[src/hdl/lucp_pkg.sv]
// ----------------------------------------------------------------------------
// lucp_pkg: shared types and constants for the least-used connection pool
// Status codes, update commands and the controller/datapath interface structs.
// ----------------------------------------------------------------------------
package lucp_pkg;

    localparam int DEF_ENTRIES  = 16;
    localparam int DEF_KEY_BITS = 48;
    localparam int DEF_ID_BITS  = 16;

    // Fixed port widths
    localparam int KEY_IN_BITS  = 48;
    localparam int ID_OUT_BITS  = 16;
    localparam int CNT_OUT_BITS = 5;
    localparam int USE_BITS     = 16;
    localparam int MAX_BITS     = 8;

    localparam logic [USE_BITS-1:0] USE_MAX = '1;
    localparam logic [MAX_BITS-1:0] MAX_RESET = 8'd1;

    localparam logic FUNC_ACQUIRE = 1'b0;
    localparam logic FUNC_DETACH  = 1'b1;

    typedef enum logic [2:0] {
        ST_REUSED         = 3'd0,
        ST_INSERTED       = 3'd1,
        ST_CONNECT_FAILED = 3'd2,
        ST_TABLE_FULL     = 3'd3,
        ST_DETACHED       = 3'd4,
        ST_NOT_FOUND      = 3'd5
    } t_status;

    typedef enum logic [1:0] {
        UPD_NONE,
        UPD_REUSE,
        UPD_INSERT,
        UPD_DETACH
    } t_upd;

    // controller -> datapath
    typedef struct packed {
        logic    load;     // latch request, restart scan
        logic    step;     // examine one table entry
        logic    emit;     // apply update, register result beat
        t_upd    upd;
        t_status status;
    } t_cmd;

    // datapath -> controller
    typedef struct packed {
        logic func;
        logic scan_end;
        logic reuse_ok;
        logic connect_ok;
        logic full;
        logic found;
    } t_stat;

endpackage

[src/hdl/least_used_connection_pool_core.sv]
// ----------------------------------------------------------------------------
// least_used_connection_pool_core: least-used connection pool, top level
// Ordered table of open connections with per-destination sharing limit.
// ----------------------------------------------------------------------------
// A request is taken on a clock edge with start high and busy low; busy then
// stays high until the table is updated. Each request gives exactly one
// result beat: o_done is high for one cycle with the result fields valid, and
// the receiver cannot stall it. The table is scanned one entry per cycle from
// the head, visiting, for an acquire, the live entry count plus one, capped
// at ENTRIES; for a detach, the position of the hit plus one (or the same
// as an acquire on a miss). The result beat is on the ports in the first
// cycle with busy low, so a new request can be taken at the same edge that
// takes the result. max_per_destination is written over the APB port
// (register 0, address 0) and should only change while the block is idle.
// ----------------------------------------------------------------------------
module least_used_connection_pool_core
    import lucp_pkg::*;
#(
    parameter int ENTRIES  = DEF_ENTRIES,
    parameter int KEY_BITS = DEF_KEY_BITS,
    parameter int ID_BITS  = DEF_ID_BITS
) (
    input  logic                    i_clk,
    input  logic                    i_rst_n,

    // config port
    input  logic                    psel,
    input  logic                    penable,
    input  logic                    pwrite,
    input  logic [2:0]              paddr,
    input  logic [31:0]             pwdata,
    output logic [31:0]             prdata,
    output logic                    pready,

    // request
    input  logic                    start,
    output logic                    busy,
    input  logic                    i_func,
    input  logic [KEY_IN_BITS-1:0]  i_dest_key,
    input  logic [15:0]             i_conn_id,
    input  logic                    i_connect_ok,

    // result
    output logic                    o_done,
    output logic [2:0]              o_status,
    output logic [ID_OUT_BITS-1:0]  o_chosen_id,
    output logic [CNT_OUT_BITS-1:0] o_match_count,
    output logic [USE_BITS-1:0]     o_use_count
);

    logic [MAX_BITS-1:0] r_max_per_dest;
    logic                cfg_wr;
    logic                ctrl_busy;
    t_cmd                cmd;
    t_stat               stat;

    // Config register: word 0 only, upper addresses read as zero.
    assign pready = 1'b1;
    assign cfg_wr = psel && penable && pwrite;

    always_ff @(posedge i_clk) begin
        if (!i_rst_n) begin
            r_max_per_dest <= MAX_RESET;
        end else if (cfg_wr && !paddr[2]) begin
            r_max_per_dest <= pwdata[MAX_BITS-1:0];
        end
    end

    assign prdata = paddr[2] ? 32'd0 : {{(32 - MAX_BITS){1'b0}}, r_max_per_dest};

    // Sequencer: idle -> scan (one entry per cycle) -> decide/update.
    lucp_ctrl u_ctrl (
        .i_clk   (i_clk),
        .i_rst_n (i_rst_n),
        .i_start (start),
        .i_stat  (stat),
        .o_cmd   (cmd),
        .o_busy  (ctrl_busy)
    );

    // Table, scan trackers (count, least-used pick, detach hit) and result regs.
    lucp_dpath #(
        .ENTRIES  (ENTRIES),
        .KEY_BITS (KEY_BITS),
        .ID_BITS  (ID_BITS)
    ) u_dpath (
        .i_clk         (i_clk),
        .i_rst_n       (i_rst_n),
        .i_cmd         (cmd),
        .i_max         (r_max_per_dest),
        .i_func        (i_func),
        .i_dest_key    (i_dest_key),
        .i_conn_id     (i_conn_id),
        .i_connect_ok  (i_connect_ok),
        .o_stat        (stat),
        .o_done        (o_done),
        .o_status      (o_status),
        .o_chosen_id   (o_chosen_id),
        .o_match_count (o_match_count),
        .o_use_count   (o_use_count)
    );

    assign busy = ctrl_busy;

`ifndef SYNTHESIS
    // accepted request keeps the block busy on the next cycle
    a_accept_busy: assert property (@(posedge i_clk) disable iff (!i_rst_n)
        start && !busy |=> busy)
        else $error("busy not raised after accept");

    // a result beat only follows a busy period
    a_done_after_busy: assert property (@(posedge i_clk) disable iff (!i_rst_n)
        o_done |-> $past(busy))
        else $error("result beat without a request in flight");

    // one beat per request, never two in a row
    a_single_beat: assert property (@(posedge i_clk) disable iff (!i_rst_n)
        o_done |=> !o_done)
        else $error("back-to-back result beats");

    // a fresh entry always reports one use
    a_insert_use: assert property (@(posedge i_clk) disable iff (!i_rst_n)
        o_done && (o_status == ST_INSERTED) |-> (o_use_count == USE_BITS'(1)))
        else $error("inserted entry use count not one");

    // detach results never carry a match count
    a_detach_cnt: assert property (@(posedge i_clk) disable iff (!i_rst_n)
        o_done && ((o_status == ST_DETACHED) || (o_status == ST_NOT_FOUND))
        |-> (o_match_count == '0))
        else $error("detach result with nonzero match count");
`endif

endmodule

[src/hdl/lucp_ctrl.sv]
// ----------------------------------------------------------------------------
// lucp_ctrl: sequencer for the connection pool
// Runs load, table scan and decide phases; picks the update and status code.
// ----------------------------------------------------------------------------
module lucp_ctrl
    import lucp_pkg::*;
(
    input  logic  i_clk,
    input  logic  i_rst_n,
    input  logic  i_start,
    input  t_stat i_stat,
    output t_cmd  o_cmd,
    output logic  o_busy
);

    typedef enum logic [1:0] {
        S_IDLE,
        S_SCAN,
        S_DECIDE
    } t_state;

    t_state r_state, n_state;
    logic   r_busy;

    always_comb begin
        n_state      = r_state;
        o_cmd.load   = 1'b0;
        o_cmd.step   = 1'b0;
        o_cmd.emit   = 1'b0;
        o_cmd.upd    = UPD_NONE;
        o_cmd.status = ST_NOT_FOUND;
        case (r_state)
            S_IDLE: begin
                if (i_start) begin
                    o_cmd.load = 1'b1;
                    n_state    = S_SCAN;
                end
            end
            S_SCAN: begin
                o_cmd.step = 1'b1;
                if (i_stat.scan_end) begin
                    n_state = S_DECIDE;
                end
            end
            S_DECIDE: begin
                o_cmd.emit = 1'b1;
                n_state    = S_IDLE;
                if (i_stat.func == FUNC_ACQUIRE) begin
                    if (i_stat.reuse_ok) begin
                        o_cmd.upd    = UPD_REUSE;
                        o_cmd.status = ST_REUSED;
                    end else if (!i_stat.connect_ok) begin
                        o_cmd.status = ST_CONNECT_FAILED;
                    end else if (i_stat.full) begin
                        o_cmd.status = ST_TABLE_FULL;
                    end else begin
                        o_cmd.upd    = UPD_INSERT;
                        o_cmd.status = ST_INSERTED;
                    end
                end else if (i_stat.found) begin
                    o_cmd.upd    = UPD_DETACH;
                    o_cmd.status = ST_DETACHED;
                end
            end
            default: begin
                n_state = S_IDLE;
            end
        endcase
    end

    always_ff @(posedge i_clk) begin
        if (!i_rst_n) begin
            r_state <= S_IDLE;
            r_busy  <= 1'b0;
        end else begin
            r_state <= n_state;
            r_busy  <= (n_state != S_IDLE);
        end
    end

    assign o_busy = r_busy;

endmodule

[src/hdl/lucp_dpath.sv]
// ----------------------------------------------------------------------------
// lucp_dpath: connection table and scan datapath
// Ordered entry table, one-entry-per-cycle scan, table update, result beat.
// ----------------------------------------------------------------------------
module lucp_dpath
    import lucp_pkg::*;
#(
    parameter int ENTRIES  = DEF_ENTRIES,
    parameter int KEY_BITS = DEF_KEY_BITS,
    parameter int ID_BITS  = DEF_ID_BITS
) (
    input  logic                    i_clk,
    input  logic                    i_rst_n,
    input  t_cmd                    i_cmd,
    input  logic [MAX_BITS-1:0]     i_max,
    input  logic                    i_func,
    input  logic [KEY_IN_BITS-1:0]  i_dest_key,
    input  logic [15:0]             i_conn_id,
    input  logic                    i_connect_ok,
    output t_stat                   o_stat,
    output logic                    o_done,
    output logic [2:0]              o_status,
    output logic [ID_OUT_BITS-1:0]  o_chosen_id,
    output logic [CNT_OUT_BITS-1:0] o_match_count,
    output logic [USE_BITS-1:0]     o_use_count
);

    localparam int IW = $clog2(ENTRIES);
    localparam int CW = $clog2(ENTRIES + 1);
    localparam logic [IW-1:0] LAST = IW'(ENTRIES - 1);

    // table
    logic [ENTRIES-1:0]  r_valid;
    logic [KEY_BITS-1:0] r_dest [ENTRIES];
    logic [ID_BITS-1:0]  r_id   [ENTRIES];
    logic [USE_BITS-1:0] r_uses [ENTRIES];

    // request
    logic                r_func;
    logic [KEY_BITS-1:0] r_key;
    logic [ID_BITS-1:0]  r_in_id;
    logic                r_ok;

    // scan
    logic [IW-1:0]       r_idx;
    logic [CW-1:0]       r_cnt;
    logic                r_best_v;
    logic [IW-1:0]       r_best_idx;
    logic [USE_BITS-1:0] r_best_uses;
    logic [ID_BITS-1:0]  r_best_id;
    logic                r_found;
    logic [IW-1:0]       r_found_idx;
    logic [USE_BITS-1:0] r_found_uses;

    // result
    logic                    r_done;
    t_status                 r_status;
    logic [ID_OUT_BITS-1:0]  r_chosen_id;
    logic [CNT_OUT_BITS-1:0] r_match_count;
    logic [USE_BITS-1:0]     r_use_count;

    logic [KEY_BITS+KEY_IN_BITS-1:0] key_ext;
    logic [ID_BITS+15:0]             id_in_ext;
    logic [ID_BITS+ID_OUT_BITS-1:0]  id_best_ext, id_req_ext;
    logic [CW+CNT_OUT_BITS-1:0]      cnt_ext;
    logic                            cur_valid, key_hit, id_hit;
    logic [USE_BITS-1:0]             cur_uses, best_next;

    assign key_ext   = {{KEY_BITS{1'b0}}, i_dest_key};
    assign id_in_ext = {{ID_BITS{1'b0}}, i_conn_id};
    assign id_best_ext = {{ID_OUT_BITS{1'b0}}, r_best_id};
    assign id_req_ext  = {{ID_OUT_BITS{1'b0}}, r_in_id};
    assign cnt_ext     = {{CNT_OUT_BITS{1'b0}}, r_cnt};

    assign cur_valid = r_valid[r_idx];
    assign cur_uses  = r_uses[r_idx];
    assign key_hit   = cur_valid && (r_dest[r_idx] == r_key);
    assign id_hit    = cur_valid && (r_id[r_idx] == r_in_id);
    assign best_next = (r_best_uses == USE_MAX) ? r_best_uses : r_best_uses + 1'b1;

    // entries are packed at the head, so the first empty slot ends the scan
    assign o_stat.func       = r_func;
    assign o_stat.scan_end   = !cur_valid || (r_idx == LAST) ||
                               ((r_func == FUNC_DETACH) && id_hit);
    assign o_stat.reuse_ok   = r_best_v &&
                               ({{MAX_BITS{1'b0}}, r_cnt} >= {{CW{1'b0}}, i_max});
    assign o_stat.connect_ok = r_ok;
    assign o_stat.full       = r_valid[ENTRIES-1];
    assign o_stat.found      = r_found;

    // scan registers
    always_ff @(posedge i_clk) begin
        if (i_cmd.load) begin
            r_func   <= i_func;
            r_key    <= key_ext[KEY_BITS-1:0];
            r_in_id  <= id_in_ext[ID_BITS-1:0];
            r_ok     <= i_connect_ok;
            r_idx    <= '0;
            r_cnt    <= '0;
            r_best_v <= 1'b0;
            r_found  <= 1'b0;
        end else if (i_cmd.step) begin
            if ((r_func == FUNC_ACQUIRE) && key_hit) begin
                r_cnt <= r_cnt + CW'(1);
                // strict compare keeps the entry nearest the head on a tie
                if (!r_best_v || (cur_uses < r_best_uses)) begin
                    r_best_v    <= 1'b1;
                    r_best_idx  <= r_idx;
                    r_best_uses <= cur_uses;
                    r_best_id   <= r_id[r_idx];
                end
            end
            if ((r_func == FUNC_DETACH) && id_hit) begin
                r_found      <= 1'b1;
                r_found_idx  <= r_idx;
                r_found_uses <= cur_uses;
            end
            if (!o_stat.scan_end) begin
                r_idx <= r_idx + IW'(1);
            end
        end
    end

    // valid bits
    always_ff @(posedge i_clk) begin
        if (!i_rst_n) begin
            r_valid <= '0;
        end else if (i_cmd.emit) begin
            case (i_cmd.upd)
                UPD_INSERT: begin
                    r_valid <= {r_valid[ENTRIES-2:0], 1'b1};
                end
                UPD_DETACH: begin
                    for (int k = 0; k < ENTRIES - 1; k++) begin
                        if (IW'(k) >= r_found_idx) begin
                            r_valid[k] <= r_valid[k+1];
                        end
                    end
                    r_valid[ENTRIES-1] <= 1'b0;
                end
                default: begin
                end
            endcase
        end
    end

    // table payload
    always_ff @(posedge i_clk) begin
        if (i_cmd.emit) begin
            case (i_cmd.upd)
                UPD_REUSE: begin
                    r_uses[r_best_idx] <= best_next;
                end
                UPD_INSERT: begin
                    for (int k = 1; k < ENTRIES; k++) begin
                        r_dest[k] <= r_dest[k-1];
                        r_id[k]   <= r_id[k-1];
                        r_uses[k] <= r_uses[k-1];
                    end
                    r_dest[0] <= r_key;
                    r_id[0]   <= r_in_id;
                    r_uses[0] <= USE_BITS'(1);
                end
                UPD_DETACH: begin
                    for (int k = 0; k < ENTRIES - 1; k++) begin
                        if (IW'(k) >= r_found_idx) begin
                            r_dest[k] <= r_dest[k+1];
                            r_id[k]   <= r_id[k+1];
                            r_uses[k] <= r_uses[k+1];
                        end
                    end
                end
                default: begin
                end
            endcase
        end
    end

    // result beat
    always_ff @(posedge i_clk) begin
        if (!i_rst_n) begin
            r_done <= 1'b0;
        end else begin
            r_done <= i_cmd.emit;
        end
    end

    always_ff @(posedge i_clk) begin
        if (i_cmd.emit) begin
            r_status <= i_cmd.status;
            case (i_cmd.status)
                ST_REUSED: begin
                    r_chosen_id   <= id_best_ext[ID_OUT_BITS-1:0];
                    r_match_count <= cnt_ext[CNT_OUT_BITS-1:0];
                    r_use_count   <= best_next;
                end
                ST_INSERTED: begin
                    r_chosen_id   <= id_req_ext[ID_OUT_BITS-1:0];
                    r_match_count <= cnt_ext[CNT_OUT_BITS-1:0];
                    r_use_count   <= USE_BITS'(1);
                end
                ST_CONNECT_FAILED, ST_TABLE_FULL: begin
                    r_chosen_id   <= '0;
                    r_match_count <= cnt_ext[CNT_OUT_BITS-1:0];
                    r_use_count   <= '0;
                end
                ST_DETACHED: begin
                    r_chosen_id   <= id_req_ext[ID_OUT_BITS-1:0];
                    r_match_count <= '0;
                    r_use_count   <= r_found_uses;
                end
                default: begin
                    r_chosen_id   <= '0;
                    r_match_count <= '0;
                    r_use_count   <= '0;
                end
            endcase
        end
    end

    assign o_done        = r_done;
    assign o_status      = r_status;
    assign o_chosen_id   = r_chosen_id;
    assign o_match_count = r_match_count;
    assign o_use_count   = r_use_count;

endmodule

[config.mk]
export PLATFORM = sky130hd
export DESIGN_NAME = least_used_connection_pool_core
export DESIGN_NICKNAME = d
export VERILOG_FILES = /design/src/hdl/lucp_pkg.sv /design/src/hdl/least_used_connection_pool_core.sv /design/src/hdl/lucp_ctrl.sv /design/src/hdl/lucp_dpath.sv
export SDC_FILE = /design/constraint.sdc
export NUM_CORES = 2
export LEC_CHECK = 0
export ABC_AREA = 0
export BUFFER_PORTS_ARGS = -buffer_cell sky130_fd_sc_hd__buf_2
export CORE_MARGIN = 2
export CORE_UTILIZATION = 50
export DETAILED_ROUTE_END_ITERATION = 6
export PLACE_DENSITY = 0.66
export SETUP_SLACK_MARGIN = 0.5
export SYNTH_ARGS = -nofsm -noshare
export SYNTH_HDL_FRONTEND = slang
export SYNTH_SLANG_ARGS = --single-unit
[constraint.sdc]
create_clock -name i_clk -period 9.4 [get_ports i_clk]
set_input_delay 0.47 -clock i_clk [delete_from_list [all_inputs] [get_ports i_clk]]
set_output_delay 0.47 -clock i_clk [all_outputs]
set_load 0.01 [all_outputs]
# Word-level counts from Yosys, hierarchy flattened
# Memories as Yosys holds them, arrays and structs flattened. A register that Yosys moved wholly into a read port is not among the register bits.
# Index checks and enable logic that the tools add are counted.
dict set report word_totals {
  ram_bits 1280
  output_inout_bits 75
  reg_bits 201
  elab_cells 336
  memories 3
  in_bits 107
}
# memory depth width rd rd_clocked_by_memory_dff wr line
set memory_table {}
lappend memory_table {u_dpath.r_dest 16 48 17 1 16 lucp_dpath.sv:34} ;# logic [KEY_BITS-1:0] r_dest [ENTRIES];
lappend memory_table {u_dpath.r_id 16 16 17 1 16 lucp_dpath.sv:35} ;# logic [ID_BITS-1:0] r_id [ENTRIES];
lappend memory_table {u_dpath.r_uses 16 16 17 1 16 lucp_dpath.sv:36} ;# logic [USE_BITS-1:0] r_uses [ENTRIES];
dict set report classes {
  n_addsub 3
  mux 156
  eq_ne 28
  n_lt_le_gt_ge 18
  reduce_logical 43
  n_bitwise 48
}
# operator n
set op_table {}
lappend op_table {{$mux W48} 15}
lappend op_table {{$mux W16} 32}
lappend op_table {{$mux W1} 86}
lappend op_table {{$pmux W16 S2} 2}
lappend op_table {{$reduce_and A3 Y1} 17}
lappend op_table {{$eq A48 B48 Y1} 1}
lappend op_table {{$pmux W16 S3} 1}
lappend op_table {{$or A1 B1 Y1} 45}
lappend op_table {{$ne A2 B1 Y1 const B} 15}
lappend op_table {{$ge A4 B4 Y1 const A} 7}
lappend op_table {{$mux W4} 7}
lappend op_table {{$add A16 B1 Y16 const B} 1}
lappend op_table {{$eq A16 B16 Y1} 1}
lappend op_table {{$eq A16 B16 Y1 const B} 1}
lappend op_table {{$ge A3 B4 Y1 const A} 4}
lappend op_table {{$lt A16 B16 Y1} 1}
lappend op_table {{$reduce_or A16 Y1} 1}
lappend op_table {{$mux W5} 3}
lappend op_table {{$mux W2} 5}
lappend op_table {{$ge A1 B4 Y1 const A} 2}
lappend op_table {{$ge A2 B4 Y1 const A} 2}
lappend op_table {{$ge A5 B8 Y1} 1}
lappend op_table {{$logic_and A1 B1 Y1} 8}
lappend op_table {{$mux W8} 1}
lappend op_table {{other kinds (23)} 37}

# Logic depth before layout (Yosys ltp)
dict set report depth {
  ltp_word 12
  ltp_mapped 20
  mapped_depth_nobuf 13
}

# Cells and area by module
# Synthesis repeated with hierarchy kept, for this count alone.
dict set report unflattened {
  hier_cells 6328
  hier_area_um2 74551.5
}
# mod instances cells_each seq_area_each_um2 area_per_inst_um2
set by_module_without_submodules {}
lappend by_module_without_submodules {lucp_dpath 1 6236 43942.1 73773.3}
lappend by_module_without_submodules {least_used_connection_pool_core 1 70 160.2 595.6}
lappend by_module_without_submodules {lucp_ctrl 1 22 60.1 182.7}

# Worst setup path after synthesis
# No wires, ideal clock.
dict set report synth_path {
  kind {register -> register}
  startpoint {register u_ctrl.r_state[1]}
  endpoint {memory u_dpath.r_uses[5][0], enable pin}
  t_required_ns 9.008
  period_less_slack_ns 6.555
  t_arrival_ns 6.162
  path_stages_with_launch 10
  setup_time_ns 0.392
  n_path_buf 3
  slack_ns 2.845
  cell_sequence {dfxtp_1 -> nor2b_1 -> nand3_1 -> clkbuf_1 -> nor2_1 -> clkbuf_1 -> nand2_1 -> nand2_1 -> clkbuf_1 -> o21bai_1}
}
# item line
set synth_lines {}
lappend synth_lines {{from (decl)} lucp_ctrl.sv:22} ;# t_state r_state, n_state;
lappend synth_lines {{from (signal assigned)} lucp_ctrl.sv:76} ;# r_state <= n_state;
lappend synth_lines {{to (decl)} lucp_dpath.sv:36}

==> reports/qor.yml <==
final_hold_viol_count: 0
fmax_ghz: 0.152
hold_end: "r_max_per_dest[5]$_SDFFE_PN0P_"
finalCritPeriodShare_pct: 70.1
fin_nets: 6350
crit_family: "compound AO/OA/AOI/OAI gates"
row_count: 141
core_mm2: 0.148
reg2reg_depth: 11
antenna_left: 0
setup_viol: 0
via_count: 52500
synthDistinctLibCells: 81
tightest_slew_ns: 1.19
fin_skew_ns: 0.0270
synth_top_area_share_pct: 58.2
powerDensity_mw_per_mm2: 168
root_buffer: "clkbuf_16"
clockBufferDepth: 3
area.growth.synth_to_final_pct: 10.9
dieArea_mm2: 0.152
seq_area_frac_synth_pct: 59.3
grt_usage_pct: 29.6
cts_tree: "yes"
syn_area_per_cell_um2: 12.1
drtIter0Drc: 6676
synth_cells: 6138
cap_violations: 0
regToRegEndpoint: "u_dpath.r_best_id[14]$_DFFE_PP_"
fin_crit_ns: 6.59
multiInputGateArea_mm2: 0.0284
rsz0062_at_grt: "no"
drc: 3
timing.critical_path.buf_inv: 2
slew_headroom_pct: 20.4
critPathMaxStageDelay_ns: 0.90
fill_cells: 12100
finalWorstSetupSlack_ns: 2.81
maxSlewViolCount: 0
routedWlPerCell_um: 27.5
insertion_delay_ns: 0.80
synth.most_common_cell: "nand2_1"
synth-edff-count: 1442
synth.area.top_cells: "edfxtp_1 58%, nand2_1 10%, mux4_2 9.1%, mux2_2 6.2%, mux2i_1 1.8%"
post-place-ws_ns: 3.18
cp_data_arrival_time_ns: 7.01
p_leak_nw: 29.4
peakVddDrop_mv: 0.196
path_cells: "buf_4 > nand2b_1 > o22ai_1 > o21ai_0 > o21ai_0 > a2111o_1 > a2111oi_0 > and4_1 > nand2_2 > a221oi_4 > buf_4"
holdCritStartpoint: "penable"
synth_warnings: 0
fin_tns_setup_ns: 0
antenna_found_initial: 1
path_clk_slew_ns: 0.06
startpoint_type: "register"
cp-end-kind: "register"
status: "finished with violations"
regArea_mm2: 0.0442
yosysTopAreaCell: "edfxtp_1"
grt_pass1_wl_um: 333000
vias_per_cell: 6.33
wirelength_um: 228000
die-height_um: 390
routabilityCongestion: 0.890
ys_top_cells_by_count: "2037 x nand2_1, 1442 x edfxtp_1, 411 x mux2_2, 300 x mux4_2, 271 x clkbuf_1"
violations: "DRC"
numCtsBuffers: 161
required_ns: 9.82
overflow: 0
path_class: "reg -> reg"
rrSetupSlack_ns: 2.81
dp_hpwl_um: 132000
grt_pass1_vias: 50200
initial_core_util_pct: 50.4
async_flop_share_pct: 0
ys.flop_type: "edfxtp_1"
die-width_um: 390
cp_max_fo: 36
hold_class: "in -> reg"
cts_sinks: 1485
port_buffers: 130
io_pins: 182
crit_slowest_cell: "a2111oi_0"
drt_pass1_iterations: 7
grt_max_degree: 183
ys_ff_latch: 1485
netlist_area_mm2: 0.0744
htree_num_levels: 4
drive_gt1_share_pct: 19.6
hold-path-cell-count: 4
[flip-flops by register name, indices dropped and copies added, names as in the netlist, 48 cells and up, named ones only]
signal and cells:
u_dpath.r_id 256, u_dpath.r_key 48, u_dpath.r_uses 256, u_dpath.r_dest 768
[placed cells by master (no fill, tap or decap), types with 33 or more instances in the layout]
cell	count
clkbuf_16	163
o22ai_1	37
mux2i_1	135
nor2_1	245
buf_4	103
a31oi_1	37
edfxtp_1	1442
a21oi_1	194
nand3_1	35
clkbuf_1	35
buf_2	130
o21ai_0	250
dfxtp_1	39
mux4_2	300
dlygate4sd3_1	78
nor3_1	33
clkinv_2	34
xnor2_1	46
inv_1	48
nand2_1	2022
mux2_2	411
a22oi_1	53
[layer usage]
layer	global-route usage, %	vias up	part of all wire [%]	routed length, µm
met1	40.8	26400	39	89100
met2	46.4	3058	46	105000
met4	12.7	0	4.6	10500
li1	-	22500	-	-
met5	0	-	0	0
met3	5.53	506	10	23000
[how the worst max path moves through the flow]
stage	from	endpoint	slack, ns	cells after the start
floorplan	u_ctrl.r_state[1]$_SDFF_PN0_	u_dpath.r_uses[5][0]$_DFFE_PP_	2.85	9
global placement	register	u_dpath.r_best_id[14]$_DFFE_PP_	3.20	11
detailed placement	register	u_dpath.r_best_id[14]$_DFFE_PP_	3.18	11
CTS	register	u_dpath.r_best_id[14]$_DFFE_PP_	3.16	11
global route	register	u_dpath.r_best_id[14]$_DFFE_PP_	2.91	11
finish	register	u_dpath.r_best_id[14]$_DFFE_PP_	2.81	11
[power breakdown]
part	total, mW	internal [mW]	switching (mW)	leakage (nW)
clock	6.22	3.52	2.70	2.48
combinational	0.301	0.114	0.186	13.5
sequential	7.30	7.24	0.0643	13.4
total	13.8	10.9	2.95	29.4
[timing repair]
| item | in CTS | in global routing |
|---|---|---|
| buffers inserted | 0 | 0 |
| hold endpoints to repair | 79 | 0 |
| resized for setup | 0 | 0 |
| hold buffers | 78 | 0 |
[worst reg2reg max path: stages (launching register included)]
cell	delay, ns
dfxtp_4	0.57
buf_4	0.49
nand2b_1	0.85
o22ai_1	0.24
o21ai_0	0.59
o21ai_0	0.32
a2111o_1	0.53
a2111oi_0	0.90
and4_1	0.64
nand2_2	0.21
a221oi_4	0.23
buf_4	0.58
[kinds of logic (layout without fill, tap and decap cells)]
family / after synthesis / after routing / synth area share [%]
mux: 846 / 846 / 17.1
xor+xnor: 75 / 75 / 0.882
other cells: 2 / 28 / 0.0101
flops: 1485 / 1485 / 59.3
compound gates: 747 / 747 / 6.10
simple gates: 2487 / 2487 / 13.2
buf+inv: 473 / 659 / 3.02
fa+ha+maj: 23 / 23 / 0.387
[stage by stage]
stage | hold WS, ns | util, % | instance area (µm²) | cells | total power [mW]
2_1_floorplan | 0.424 | - | 74500 | 6161 | 7.58
3_3_place_gp | 0.443 | 51.9 | 76700 | 7909 | 7.71
3_5_place_dp | 0.453 | 51.9 | 76700 | 7909 | 7.71
4_1_cts | 0.172 | 55.8 | 82500 | 8277 | 13.9
5_1_grt | 0.220 | 55.8 | 82500 | 8277 | 14.2
6_report | 0.210 | 55.8 | 82500 | 8280 | 13.8
[final cells by class]
class                      instances  area share (%)
sequential                      1485            53.5
multi-input combinational       4203            34.4
clock buffer                     199            5.12
tap                             1930            2.93
timing repair buffer             316            2.79
clock inverter                    91           0.988
inverter                          53           0.258
antenna                            3         0.00909
Power figures use the tool's default switching activity.
